### config.mk
export PLATFORM = sky130hd
export DESIGN_NAME = lac_dot
export DESIGN_NICKNAME = d
export VERILOG_FILES = /design/src/design/lac_pkg.sv /design/src/design/lac_dot.sv
export SDC_FILE = /design/constraint.sdc
export NUM_CORES = 2
export LEC_CHECK = 0
export BUFFER_PORTS_ARGS = -buffer_cell sky130_fd_sc_hd__clkbuf_2
export CELL_PAD_IN_SITES_DETAIL_PLACEMENT = 0
export CELL_PAD_IN_SITES_GLOBAL_PLACEMENT = 2
export CORE_ASPECT_RATIO = 1.75
export CORE_MARGIN = 8
export CORE_UTILIZATION = 42
export CTS_CLUSTER_DIAMETER = 80
export DETAILED_ROUTE_END_ITERATION = 10
export GPL_TIMING_DRIVEN = 0
export PLACE_DENSITY_LB_ADDON = 0.12
export SYNTH_ARGS = -nofsm -noshare
export SYNTH_HDL_FRONTEND = slang
export SYNTH_SLANG_ARGS = --single-unit
### constraint.sdc
create_clock -name aclk -period 7.8 [get_ports aclk]
set_input_delay 1.17 -clock aclk [delete_from_list [all_inputs] [get_ports aclk]]
set_output_delay 1.17 -clock aclk [all_outputs]
set_load 0.05 [all_outputs]
### src/design/lac_pkg.sv
// ----------------------------------------------------------------------------
// Lagged autocorrelation averager package
// Shared constants, types and sequencer states for the averager block.
// ----------------------------------------------------------------------------
`default_nettype none

package lac_pkg;

    localparam int MAX_LAG = 256;
    localparam int LAG_AW  = $clog2(MAX_LAG);

    localparam logic [20:0] MAX_SAMPLES = 21'd1048576;
    localparam logic [10:0] MAX_TRAJ    = 11'd1024;
    localparam logic [8:0]  LAG_LIMIT   = 9'(MAX_LAG);

    localparam int DIV_W = 54;
    localparam int DEN_W = 21;
    localparam int DIV_CW = $clog2(DIV_W);

    // Input actions; the spare code does nothing.
    localparam logic [1:0] ACT_ADD  = 2'd0;
    localparam logic [1:0] ACT_END  = 2'd1;
    localparam logic [1:0] ACT_READ = 2'd2;
    localparam logic [1:0] ACT_NOP  = 2'd3;

    typedef struct packed {
        logic signed [15:0] x;
        logic signed [15:0] y;
        logic signed [15:0] z;
    } sample_t;

    typedef struct packed {
        logic                    start;
        logic signed [DIV_W-1:0] dividend;
        logic [DEN_W-1:0]        divisor;
    } div_req_t;

    typedef enum logic [3:0] {
        ST_IDLE,
        ST_S_WR,
        ST_S_RD,
        ST_S_MUL,
        ST_S_SUM,
        ST_S_ACC,
        ST_E_RD,
        ST_E_DIV,
        ST_E_WAIT,
        ST_E_FIN,
        ST_R_RD,
        ST_R_DIV,
        ST_R_WAIT,
        ST_R_OUT
    } state_t;

endpackage

`default_nettype wire

### src/design/lac_dot.sv
// ----------------------------------------------------------------------------
// Dot product unit
// Two-stage pipelined dot product of two three-axis samples.
// ----------------------------------------------------------------------------
`default_nettype none

module lac_dot
    import lac_pkg::*;
(
    input  wire logic               aclk,
    input  wire sample_t            a,
    input  wire sample_t            b,
    output logic signed [33:0]      sum
);

    logic signed [31:0] px_reg;
    logic signed [31:0] py_reg;
    logic signed [31:0] pz_reg;
    logic signed [33:0] sum_reg;

    // Stage one registers the three products, stage two their sum.
    always_ff @(posedge aclk) begin
        px_reg  <= a.x * b.x;
        py_reg  <= a.y * b.y;
        pz_reg  <= a.z * b.z;
        sum_reg <= {{2{px_reg[31]}}, px_reg} + {{2{py_reg[31]}}, py_reg}
                 + {{2{pz_reg[31]}}, pz_reg};
    end

    assign sum = sum_reg;

endmodule

`default_nettype wire

Word level (Yosys, flattened, before mapping)
Cells that the tools add are included.

word-level totals
  memories kept = 0
  output and inout bits = 34
  flip-flop bits (word level) = 130
  memory bits (writable) = 0
  latch bits = 0
  ROM bits = 0
  bits of input ports = 97

operators by class
  equal/unequal tests = 0
  bitwise gates (word level) = 0
  multipliers = 3
  shift operators = 0
  multiplexer cells = 0
  $lt $le $gt $ge = 0
  divide/modulo/power cells = 0
  add/sub/neg operators = 2
  reduce and logical (&&, ||, !) cells = 0

operators with widths
  cell                          number
  multiplier 16 x 16 -> 32 bit  3
  adder 33 x 32 -> 34 bit       1
  adder 32 x 32 -> 33 bit       1

Depth between registers and ports, before layout
  word-level depth = 2
  gate-level depth with buffers = 24
  gate-level depth less buffers = 22

Least setup slack after synthesis
OpenSTA, ideal clock, no wires.

  kind = input to register
  start = input b[33] in the netlist's numbering
  end = register px_reg[31]
  stages on the path = 21
  arrival = 6.886 ns
  setup time = 0.127 ns
  path slack = 0.787 ns
  path through = clkbuf_1 nand2_1 inv_1 fa_1 fa_1 fa_1 fa_1 fa_1 inv_1 fa_1 inv_1 ha_1 clkbuf_1 a21o_1 a21o_1 a221oi_1 nand2_1 nor3_2 nor3_2 o211ai_1 or3b_1

on the way
  longest elaborated chain between the ends = 1

RTL lines
  element                       RTL line       RTL
  start: declaration            lac_dot.sv:12  input wire sample_t b,
  multiplier 16 x 16 -> 32 bit  lac_dot.sv:23  px_reg <= a.x * b.x;
  end signal: assignment        lac_dot.sv:23
  end: declaration              lac_dot.sv:16  logic signed [31:0] px_reg;

Every way passes these cells.

Worst setup path in the final report
  start = input a[24] in the netlist's numbering
  end = register py_reg[29]

on the way
  longest elaborated chain between the ends = 1

RTL lines
  element                       RTL line       RTL
  start: declaration            lac_dot.sv:11  input wire sample_t a,
  multiplier 16 x 16 -> 32 bit  lac_dot.sv:24  py_reg <= a.y * b.y;
  end signal: assignment        lac_dot.sv:24
  end: declaration              lac_dot.sv:17  logic signed [31:0] py_reg;

Every way passes these cells.

==> impl_metrics.env <==
export IMPL_cp_slowest_cell="fa_1"
export IMPL_maxCapViolCount=0
export IMPL_rrSetupSlack_ns=3.97
export IMPL_crit_path_start_kind="input port"
export IMPL_cp_arrival_ns=7.75
export IMPL_drive_gt1_frac=0.05022
export IMPL_cts_tree="done"
export IMPL_hold_viol_final=0
export IMPL_die_w_um=232.5
export IMPL_vias=24611
export IMPL_drt_iter0_markers=1001
export IMPL_htree_levels=4
export IMPL_endpoint="py_reg[29]$_DFF_P_"
export IMPL_syn_area_per_cell_um2=9.379
export IMPL_hold_buffers=0
export IMPL_core_area_um2=81570
export IMPL_path_cells="clkbuf_2 > clkbuf_2 > nand2_1 > fa_1 > inv_1 > fa_1 > fa_1 > fa_1 > fa_1 > inv_1 > fa_1 > inv_1 > ha_1 > clkbuf_1 > nand4_1 > nor2b_1 > a31oi_1 > o21ai_0 > a21oi_1 > o311a_1 > nor2_1 > xor2_1"
export IMPL_io_pins=131
export IMPL_avgRoutedWirePerCell_um=20.50
export IMPL_layout_nets=5004
export IMPL_fillers=8251
export IMPL_synth_edf_count=0
export IMPL_pre_cts_ws_ns=-0.4595
export IMPL_yosys_area_top_type="fa_1"
export IMPL_setup_ws_ns=0.3519
export IMPL_outcome="finished, final reports clean"
export IMPL_cts_root_buf="clkbuf_16"
export IMPL_final_core_util=0.4536
export IMPL_clkLatencyLatePin_ns=0.44
export IMPL_largest_reg_flops=34
export IMPL_grt_pass1_wl_um=160900
export IMPL_async_flop_share=0
export IMPL_fmax_ghz=0.1343
export IMPL_ys_seq_elements=130
export IMPL_fin_skew_ns=0.01991
export IMPL_drt_pass1_iterations=5
export IMPL_setup_viol=0
export IMPL_synth_top_area_share=0.4761
export IMPL_synth_fa_ha_area_frac=0.5771
export IMPL_crit_start="a[24]"
export IMPL_reg2reg_to="sum[27]$_DFF_P_"
export IMPL_yosys_area_share_simple=0.1447
export IMPL_cp_required_ns=8.10
export IMPL_final_cell_area_um2=37000
export IMPL_clk_pin_slew_ns=0.06
export IMPL_seq_area_frac_synth=0.07556
export IMPL_syn_to_final_growth_pct=7.436
export IMPL_synth_flop_cell="dfxtp_1"
export IMPL_route_detailed_drc=0
export IMPL_antenna_left=0
export IMPL_synth_mux_area_frac=0
export IMPL_worst_slew_pin_slew_ns=0.8909
export IMPL_dpl_cell_area_um2=36410
export IMPL_detail_route_vias_per_cell=5.042
export IMPL_synthCells=3672
export IMPL_cts_sinks=130
export IMPL_place_gp_congestion=0.8880
export IMPL_track_usage=0.2310
export IMPL_path_class="in -> reg"
export IMPL_routed_wl_um=100000
export IMPL_crit_path_end_kind="flip-flop"
export IMPL_slew_viol_final=0
export IMPL_rsz0062_at_grt="no"
export IMPL_r2r_start="px_reg[1]$_DFF_P_"
export IMPL_synth_compound_area_frac=0.06082
export IMPL_antenna_found_initial=5
export IMPL_grt_overflow=0
export IMPL_max_stage_delay_ns=0.60
export IMPL_numCtsBuffers=17
export IMPL_cp_max_fo=10
export IMPL_post_route_period_util=0.9549
export IMPL_rows=139
export IMPL_dieArea_um2=91780
export IMPL_period_minus_slack_ns=7.448
export IMPL_synth_xor_area_frac=0.03281
export IMPL_yosysWarnings=0
export IMPL_synth_area_um2=34440
export IMPL_grt_start_max_net_pins=17
export IMPL_worstHoldPathType="reg -> reg"
export IMPL_holdPathStages=3
export IMPL_start_util=0.4222
export IMPL_hold_slack_ns=0.5893
export IMPL_hpwlAfterDp_um=90280
export IMPL_cts_buffer_depth=2
export IMPL_cpMostUsedCell="fa_1"
export IMPL_ff2ff_path_depth=12
export IMPL_die_y_um=394.8
export IMPL_syn_nets=4866
export IMPL_relSlewSlack=0.4060
export IMPL_cts_setup_buffers=0
export IMPL_synthTopCellsByArea="fa_1 48%, ha_1 10%, inv_1 9.7%"
export IMPL_grt_pass1_vias=28626
export IMPL_synth_top_family_by_area="adder cells"
export IMPL_portBuffers=130
export IMPL_yosys_cell_types_count=67
[critical path: cells and delay by family]
family                   cells  cell delay [ns]
adder cells (fa/ha/maj)      7             3.32
XOR/XNOR                     1             0.37
buffers and inverters        6             1.09
AND/OR/NAND/NOR              4             0.77
AO/OA/AOI/OAI                4             1.00
[per-stage QoR]
stage | instances | setup TNS [ns]
3_3_place_gp | 4859 | -2.803
2_1_floorplan | 3672 | 0
6_report | 4881 | 0
4_1_cts | 4890 | 0
5_1_grt | 4880 | 0
3_5_place_dp | 4859 | -2.431
[routing by layer]
| metal | global-route usage | share of wire | routed length [µm] | up-vias |
|---|---|---|---|---|
| li1 | - | - | - | 11216 |
| met1 | 0.2362 | 0.34 | 34280 | 12727 |
| met2 | 0.4546 | 0.57 | 57510 | 470 |
| met3 | 0.01711 | 0.024 | 2406 | 196 |
| met4 | 0.1214 | 0.058 | 5831 | 2 |
| met5 | 0 | 0.00011 | 11 | - |
[placed cells by master (no fill, tap or decap), types with 12 or more instances in the layout]
cell type / instances
ha_1: 278
o211ai_1: 15
o21a_1: 14
a21o_1: 43
o21ai_0: 50
clkbuf_16: 17
nand2_1: 410
nor2_1: 96
nand2b_1: 29
xnor2_1: 99
inv_1: 893
a21oi_1: 87
nor3_1: 22
nand4_1: 12
o21bai_1: 15
xor2_1: 30
clkbuf_1: 81
fa_1: 818
nand3_1: 22
a211oi_1: 15
dfxtp_1: 130
and2_1: 362
clkbuf_2: 143
[cell families after synthesis]
logic type,count (synthesis)
xor+xnor,129
compound gates,315
simple gates,1001
flops,130
buf+inv,1000
fa+ha+maj,1097
[Yosys cell counts, drive strengths merged (3+ instances only)]
cell	n
nand2	410
xor2	30
o22ai	3
inv	893
o211ai	16
nand3	22
o21ai	54
a211o	3
a21boi	3
clkbuf	105
nand4b	3
o31a	3
nand4	12
o21a	14
nor2b	6
nor4	8
o311ai	6
or4	5
a2111oi	3
a41oi	3
a211oi	16
nor2	96
or3b	3
o31ai	10
xnor2	99
dfxtp	130
fa	819
a31o	3
and3	8
and2	362
o21bai	15
a21oi	88
a21o	43
a31oi	10
ha	278
nor3	24
nand2b	29
or2	3
or3	6
[worst min path at each step]
stage	endpoint	from	slack (ns)
final	sum[0]$_DFF_P_	pz_reg[0]$_DFF_P_	0.59
after global routing	sum[0]$_DFF_P_	pz_reg[0]$_DFF_P_	0.63
after CTS	sum[0]$_DFF_P_	pz_reg[0]$_DFF_P_	0.60
after detailed placement	sum[0]$_DFF_P_	py_reg[0]$_DFF_P_	0.60
after global placement	sum[0]$_DFF_P_	pz_reg[0]$_DFF_P_	0.60
after floorplan	sum[0]$_DFF_P_	pz_reg[0]$_DFF_P_	0.55
[final cells by class]
cell class | count | area [µm²] | area share
flip-flops and latches | 130 | 2603 | 0.07033
plain buffers | 95 | 374.1 | 0.01011
well taps | 1057 | 1323 | 0.03574
multi-input cells | 2542 | 28090 | 0.7592
repair buffers | 130 | 650.6 | 0.01758
clock inverters | 14 | 163.9 | 0.004430
clock buffers | 18 | 439.2 | 0.01187
diodes | 1 | 2.502 | 0.00006763
inverters | 894 | 3356 | 0.09069
[repair_timing]
action                                  CTS  global route
gates resized for setup                   4            20
gates cloned                              0             0
endpoints found under the setup margin    2             7
hold endpoints to repair                  0             0
Power is left out: the tool's default activity adds up to more than one toggle a clock period on the data nets, which glitch-free logic cannot reach.
