**src/design/lac_pkg.sv**
```systemverilog
// ----------------------------------------------------------------------------
// Lagged autocorrelation averager package
// Shared constants, types and sequencer states for the averager block.
// ----------------------------------------------------------------------------
`default_nettype none

package lac_pkg;

    localparam int MAX_LAG = 256;
    localparam int LAG_AW  = $clog2(MAX_LAG);

    localparam logic [20:0] MAX_SAMPLES = 21'd1048576;
    localparam logic [10:0] MAX_TRAJ    = 11'd1024;
    localparam logic [8:0]  LAG_LIMIT   = 9'(MAX_LAG);

    localparam int DIV_W = 54;
    localparam int DEN_W = 21;
    localparam int DIV_CW = $clog2(DIV_W);

    // Input actions; the spare code does nothing.
    localparam logic [1:0] ACT_ADD  = 2'd0;
    localparam logic [1:0] ACT_END  = 2'd1;
    localparam logic [1:0] ACT_READ = 2'd2;
    localparam logic [1:0] ACT_NOP  = 2'd3;

    typedef struct packed {
        logic signed [15:0] x;
        logic signed [15:0] y;
        logic signed [15:0] z;
    } sample_t;

    typedef struct packed {
        logic                    start;
        logic signed [DIV_W-1:0] dividend;
        logic [DEN_W-1:0]        divisor;
    } div_req_t;

    typedef enum logic [3:0] {
        ST_IDLE,
        ST_S_WR,
        ST_S_RD,
        ST_S_MUL,
        ST_S_SUM,
        ST_S_ACC,
        ST_E_RD,
        ST_E_DIV,
        ST_E_WAIT,
        ST_E_FIN,
        ST_R_RD,
        ST_R_DIV,
        ST_R_WAIT,
        ST_R_OUT
    } state_t;

endpackage

`default_nettype wire

```
**src/design/lac_div.sv**
```systemverilog
// ----------------------------------------------------------------------------
// Iterative divider
// Signed by unsigned restoring division, one quotient bit per cycle,
// truncating toward zero.
// ----------------------------------------------------------------------------
`default_nettype none

module lac_div
    import lac_pkg::*;
(
    input  wire logic                    aclk,
    input  wire logic                    aresetn,
    input  wire div_req_t                req,
    output logic                         done,
    output logic signed [DIV_W-1:0]      quotient
);

    logic              run_reg;
    logic              done_reg;
    logic [DIV_CW-1:0] cnt_reg;
    logic              neg_reg;
    logic [DIV_W-1:0]  mag_reg;
    logic [DEN_W-1:0]  rem_reg;
    logic [DEN_W-1:0]  den_reg;
    logic [DIV_W-1:0]  quot_reg;

    logic [DEN_W:0]    trial;
    logic              fits;
    logic [DEN_W-1:0]  rem_next;
    logic [DIV_W-1:0]  mag_next;

    // One restoring step: shift in the next dividend bit and try a subtract.
    always_comb begin
        trial    = {rem_reg, mag_reg[DIV_W-1]};
        fits     = trial >= {1'b0, den_reg};
        rem_next = fits ? DEN_W'(trial - {1'b0, den_reg}) : trial[DEN_W-1:0];
        mag_next = {mag_reg[DIV_W-2:0], fits};
    end

    // Control state.
    always_ff @(posedge aclk) begin
        if (!aresetn) begin
            run_reg  <= 1'b0;
            done_reg <= 1'b0;
            cnt_reg  <= '0;
        end else begin
            done_reg <= 1'b0;
            if (req.start) begin
                run_reg <= 1'b1;
                cnt_reg <= '0;
            end else if (run_reg) begin
                cnt_reg <= cnt_reg + 1'b1;
                if (cnt_reg == DIV_CW'(DIV_W - 1)) begin
                    run_reg  <= 1'b0;
                    done_reg <= 1'b1;
                end
            end
        end
    end

    // Datapath: magnitudes are divided, the sign is restored at the end.
    always_ff @(posedge aclk) begin
        if (req.start) begin
            neg_reg <= req.dividend[DIV_W-1];
            mag_reg <= req.dividend[DIV_W-1] ? DIV_W'(-req.dividend) : req.dividend;
            rem_reg <= '0;
            den_reg <= req.divisor;
        end else if (run_reg) begin
            rem_reg <= rem_next;
            mag_reg <= mag_next;
            if (cnt_reg == DIV_CW'(DIV_W - 1)) begin
                quot_reg <= neg_reg ? DIV_W'(-mag_next) : mag_next;
            end
        end
    end

    assign done     = done_reg;
    assign quotient = quot_reg;

endmodule

`default_nettype wire

```
**config.mk**
```make
export PLATFORM = sky130hd
export DESIGN_NAME = lac_div
export DESIGN_NICKNAME = d
export VERILOG_FILES = /design/src/design/lac_pkg.sv /design/src/design/lac_div.sv
export SDC_FILE = /design/constraint.sdc
export NUM_CORES = 1
export LEC_CHECK = 0
export BUFFER_PORTS_ARGS = -buffer_cell sky130_fd_sc_hd__buf_2
export CAP_MARGIN = 20
export CORE_AREA = 2 2 126 128
export DETAILED_ROUTE_END_ITERATION = 10
export DIE_AREA = 0 0 128 130
export PLACE_DENSITY = 0.88
export SLEW_MARGIN = 20
export SYNTH_ARGS = -nofsm -noshare
export SYNTH_HDL_FRONTEND = slang
export SYNTH_SLANG_ARGS = --single-unit
```
**constraint.sdc**
```tcl
create_clock -name aclk -period 7 [get_ports aclk]
set_clock_uncertainty 0.05 [all_clocks]
set_input_delay 0.7 -clock aclk [delete_from_list [all_inputs] [get_ports aclk]]
set_output_delay 0.7 -clock aclk [all_outputs]
set_load 0.01 [all_outputs]
```
**Yosys cells after proc, flatten, opt, wreduce, memory -nomap -nowiden**

Cells that the tools add are included.
W data, S select, Z words.

- Add/sub/neg operators: 4
- $lt $le $gt $ge: 1
- Equality and inequality tests: 1
- Mux-type cells: 9
- Bitwise operators: 3
- Reductions and logical operators: 4

Operators by type and width:

| kind | count |
|---|---|
| $mux W54 | 4 |
| $neg A54 Y54 | 2 |
| $ge A22 B21 Y1 | 1 |
| $mux W21 | 1 |
| $sub A21 B21 Y21 | 1 |
| $add A6 B1 Y6 const B | 1 |
| $eq A6 B6 Y1 const B | 1 |
| $mux W1 | 4 |
| $not A1 Y1 | 3 |
| $reduce_and A3 Y1 | 1 |
| $reduce_or A3 Y1 | 1 |
| $reduce_bool A2 Y1 | 1 |
| $reduce_or A2 Y1 | 1 |

- Bits in registers: 159
- Bits of input ports: 78
- Output and inout bits: 55
- Logic and storage cells: 30

**Logic depth before layout (Yosys ltp)**

- Depth after elaboration: 4
- Depth in mapped cells: 17
- Mapped depth without buffers: 16

**Worst setup path after synthesis**

Ideal clock, no wire load.

- Kind: register to register
- Start: reg den_reg[4]
- End: reg quot_reg[52] (netlist: quotient[52]), data pin
- Library setup time: 0.262 ns
- Arrival time: 3.495 ns
- Data required time: 6.688 ns
- Path slack: 3.193 ns
- Cell stages (with the launch flop): 17
- Buffers on the path: 1
- Clock period less this slack: 3.807 ns
- Path through: edfxtp_1 > inv_1 > ha_1 > a21o_1 > a21o_1 > o21ai_0 > a21oi_1 > a211o_1 > inv_2 > buf_1 > ha_1 > nand2b_1 > nor2b_1 > nand3_1 > or4_4 > o31ai_1 > xnor2_1

- Word-level cells in the longest chain between the ends: 3

Ends and longest elaborated chain:

| item | line | text |
|---|---|---|
| from (decl) | lac_div.sv:24 | `logic [DEN_W-1:0] den_reg;` |
| from (signal assigned) | lac_div.sv:67 | `den_reg <= req.divisor;` |
| $ge A22 B21 Y1 | lac_div.sv:35 | `fits = trial >= {1'b0, den_reg};` |
| $neg A54 Y54 | lac_div.sv:72 | `quot_reg <= neg_reg ? DIV_W'(-mag_next) : mag_next;` |
| $mux W54 | lac_div.sv:72 |  |
| to (signal assigned) | lac_div.sv:72 |  |
| to (decl) | lac_div.sv:25 | `logic [DIV_W-1:0] quot_reg;` |

Every way passes these cells.
A chain may end at the register's enable or synchronous reset.

**Worst setup path in the final report**

- Start: reg den_reg[11]
- End: reg quot_reg[52] (netlist: quotient[52]), data pin

Same word-level chain as after synthesis.

==> results.md <==
- The maximum net fanout on the critical path is 28.
- Summing the sequential cell areas from Yosys gives 49.6% of the chip area.
- The analysis attributes to net switching a power of 0.000686 W.
- The final antenna diode count is 0.
- The total placed cells including tap cells is 1179.
- After synthesis, the netlist uses 65 different library cells.
- The final layout net count is 1111.
- The CTS tree is done.
- The final cycle utilization of the critical path is a little over two thirds.
- The overall die area is ~17000 sq um.
- The most used flip-flop cell after synthesis is sky130_fd_sc_hd__edfxtp_1.
- The sum of overflow across all layers after global routing is 0.
- The standby leakage power is roughly 4.0 nW.
- The ratio of total power to cell area is between 200 and 250 nW/um^2.
- The worst setup path is launched from a flop.
- In the synthesized netlist the async set-or-reset flop fraction comes to 0%.
- The clock-pin slew of the registers on the worst-case setup and hold paths is approximately 60 ps.
- Setup repair after global routing left no endpoint under its margin.
- The region available for standard cell placement spans about 15000 sq um.
- The proportion of total power due to net switching is about 28%.
- For this run, the number of Yosys warnings is 0.
- In the layout the commonest cells are 131 x sky130_fd_sc_hd__buf_2, 130 x sky130_fd_sc_hd__edfxtp_1, 97 x sky130_fd_sc_hd__nor2_1.
- The clock network is responsible for 36.5% of the overall power.
- In this run the register-to-register setup slack is just over 2000 ps.
- The post-cts gate resize count is 0.
- The internal power of the cells is about 0.0018 W.
- Once placement finished, the instance area stood at 9860 sq um.
- The routed via count is 7431.
- In this run, flip-flops and latches consume 47.0% of the power.
- The share of the core filled with cells is between 60% and 70%.
- The worst setup path is captured at a flop.
- During I/O placement, the number of pins put on the boundary was about 130.
- The post-route DRC violation count is 0.
- The maximum root-to-sink buffer count is 2.
- Dividing the detail-routed wire length by the instance count gives approximately 18 microns.
- The synthesized netlist occupies a cell area of 9050 sq um.
- The synthesized design spends more area on one cell type than any other, namely sky130_fd_sc_hd__edfxtp_1.
- Sorting the synthesized cells by area gives the leading types as sky130_fd_sc_hd__edfxtp_1 43%, sky130_fd_sc_hd__dfxtp_1 6.4%, sky130_fd_sc_hd__xnor2_1 5.9%.
- The detailed placement HPWL is approximately 15 mm.
- The number of standard cells after synthesis is slightly below 900.
- The number of cell instances on the worst register-to-register path is 15.
- The count of pins over their slew limit came to 0.
- Setup violations remaining at the end of the flow were counted as 0.
- Max-cap violations in this run came to 0.
- Across the VDD grid, the largest voltage drop is approximately 0.19 mV.
- Headroom to the max-slew limit came out at a little under two fifths.
- The actual slew at the worst max-slew pin is about 940 ps.
- The most critical setup path has its endpoint at quotient[52].
- Across every metal layer, demand over resource in global routing totals a little over a quarter.
- The critical path is of the reg -> reg type.
- The detailed-route vias per instance is between 6 and 7.
- The capture instance of the worst register-to-register path is quotient[52].
- Derived from the worst setup path, the maximum achievable clock frequency is 202 MHz.
- The quantity of I/O buffers inserted on ports is between 100 and 150.
- The remaining number of nets flagged by the antenna check after routing is 0.
- The starting density of the core is approximately 59%.
- The worst hold path class is in -> reg.
- The flow ran to the end, and the final reports show no timing, DRC or antenna violations.
- The slowest stage of the critical path belongs to the cell sky130_fd_sc_hd__a211o_1.
- The H-tree was split into 4 levels.
- The first-pass GRT wire length is approximately 35 mm.
- In this run, synthesis produced a sequential element count of 159.
- The launching element of the worst setup path is den_reg[11].
- The total nets after synthesis is about 990.
- Traced cell by cell, the critical path runs through inv_1, ha_1, a21oi_1, inv_1, nor3_1, a21oi_1, a211o_1, inv_2, ha_1, nand2b_1, nor2b_1, nand3_1, or4_4, o31ai_1, xnor2_1.
- The initial antenna violation count is 0.
- The CTS root buffer is sky130_fd_sc_hd__clkbuf_16.
- Counting the fill cells in the layout gives approximately 1200.
- The sink count of the clock tree is around 160.
- TritonCTS created 17 clock buffers.
- The height of the die is approximately 130 microns.
- The number of failing hold endpoints at the final stage is 0.
- The post-synthesis to final-layout area growth is 15.3%.
- Power comes to 0.00248 W.
- Data arrives at the worst endpoint at just over 5000 ps.
- For this block, the routed nets add up to 21.7 mm of wire.
- After routing, the total negative slack on setup checks comes to 0 ps.
- The clock insertion delay at the later pin of the skew report is 440 ps.
- The most common library cell in the layout ignoring fill and taps is sky130_fd_sc_hd__buf_2.
- The fraction of post-synthesis cell area in the top cell type by area is between 40% and 50%.
- The required time at the endpoint of the critical path is approximately 7000 ps.
- Yosys mapped a number of flops with a built-in enable equal to 130.
- Cells with a size suffix above 1 make up 19.1% of the layout.
- The number of detailed-routing iterations run before antenna repair is 5.
- In this run the horizontal extent of the chip is approximately 130 microns.
- The sequential cell area is roughly 4500 sq um.
- The finished layout holds 1211 standard cells, fillers aside.
- A synthesized cell averages between 10 and 15 sq um.
- The quantity of hold-fixing buffers added after cts is 0.
- The startpoint of the worst-slack reg-to-reg timing path is den_reg[11].
- The detailed router finished its first iteration with 988 violations.
- The largest net degree at the start of global routing is 84.
- The area of the multi-input gates is about 4300 sq um.
- Post-CTS timing repair inserted 0 buffers for setup.
- Routability-driven placement finished with a final weighted congestion of a little over 0.9.
- The combinational group share of total power is roughly 17%.
- The time the worst path needs with I/O delays and setup is 4950 ps.
- The number of global-route vias before repair is 6828.
- The number of core rows is 46.
- The post-layout instance area is 10400 sq um.
- The largest stage delay on the critical path is 620 ps.
stage by stage:
stage          hold WS, ps  setup WS [ps]
5_1_grt                388           1730
3_3_place_gp           411           2490
2_1_floorplan          397           3190
6_report               389           2050
3_5_place_dp           421           2190
4_1_cts                383           2120
worst min path at each step:
stage | cells after the start | end | from
floorplan | 2 | rem_reg[19] | rem_reg[19]
global placement | 2 | rem_reg[19] | rem_reg[19]
detailed placement | 1 | rem_reg[20] | rem_reg[20]
CTS | 1 | den_reg[18] | req[18]
global route | 1 | den_reg[1] | req[1]
finish | 1 | den_reg[1] | req[1]
routing by layer:
metal / wire length [microns] / GRT usage [%] / vias up
li1: - / - / 3482
met1: 8980 / 35.8 / 3474
met2: 10100 / 42.4 / 411
met3: 1810 / 4.43 / 64
met4: 758 / 11.8 / 0
met5: 0 / 0 / -
cell usage after synthesis (all sizes together) (5+ instances only):
library cell  count
nand3            13
nand2b           12
dfxtp            29
a211oi            6
nor3             13
or4              10
o41ai            19
inv              35
o31ai            28
ha               26
edfxtp          130
clkbuf           30
nor4              5
o21ai            55
nor2b             7
a21o              7
nand4             8
xor2             59
a21oi            74
or2               6
a311oi            9
nand2            68
xnor2            61
or3              22
nor2             97
area by class of cell:
type | instances | share of cell area, %
flip-flops and latches | 159 | 43.0
multi-input cells | 656 | 41.3
repair buffers | 137 | 6.71
clock buffers | 18 | 4.11
well taps | 192 | 2.30
clock inverters | 14 | 1.37
inverters | 35 | 1.26
cells by family after synthesis:
kind of cell	share of synthesized area (%)
flip-flops	49.6
AO/OA/AOI/OAI	16.3
multiplexers	0.705
buffers and inverters	2.86
adder cells (fa/ha/maj)	3.82
XOR/XNOR	11.6
AND/OR/NAND/NOR	15.2
power by group through the flow:
stage	Clock [W]	Combinational, W	Sequential (W)
2_1_floorplan	0	0.000295	0.00117
6_report	0.000906	0.000410	0.00117
3_5_place_dp	0	0.000400	0.00119
3_3_place_gp	0	0.000386	0.00118
5_1_grt	0.000944	0.000458	0.00118
4_1_cts	0.000910	0.000406	0.00117
worst max-delay path: cells and delay by family (launching register included):
kind	cells	cell delay, ps
flip-flops	1	350
buffers and inverters	3	740
XOR/XNOR	1	110
AO/OA/AOI/OAI	4	1420
AND/OR/NAND/NOR	5	1500
adder cells (fa/ha/maj)	2	520
Power figures use the tool's default switching activity.
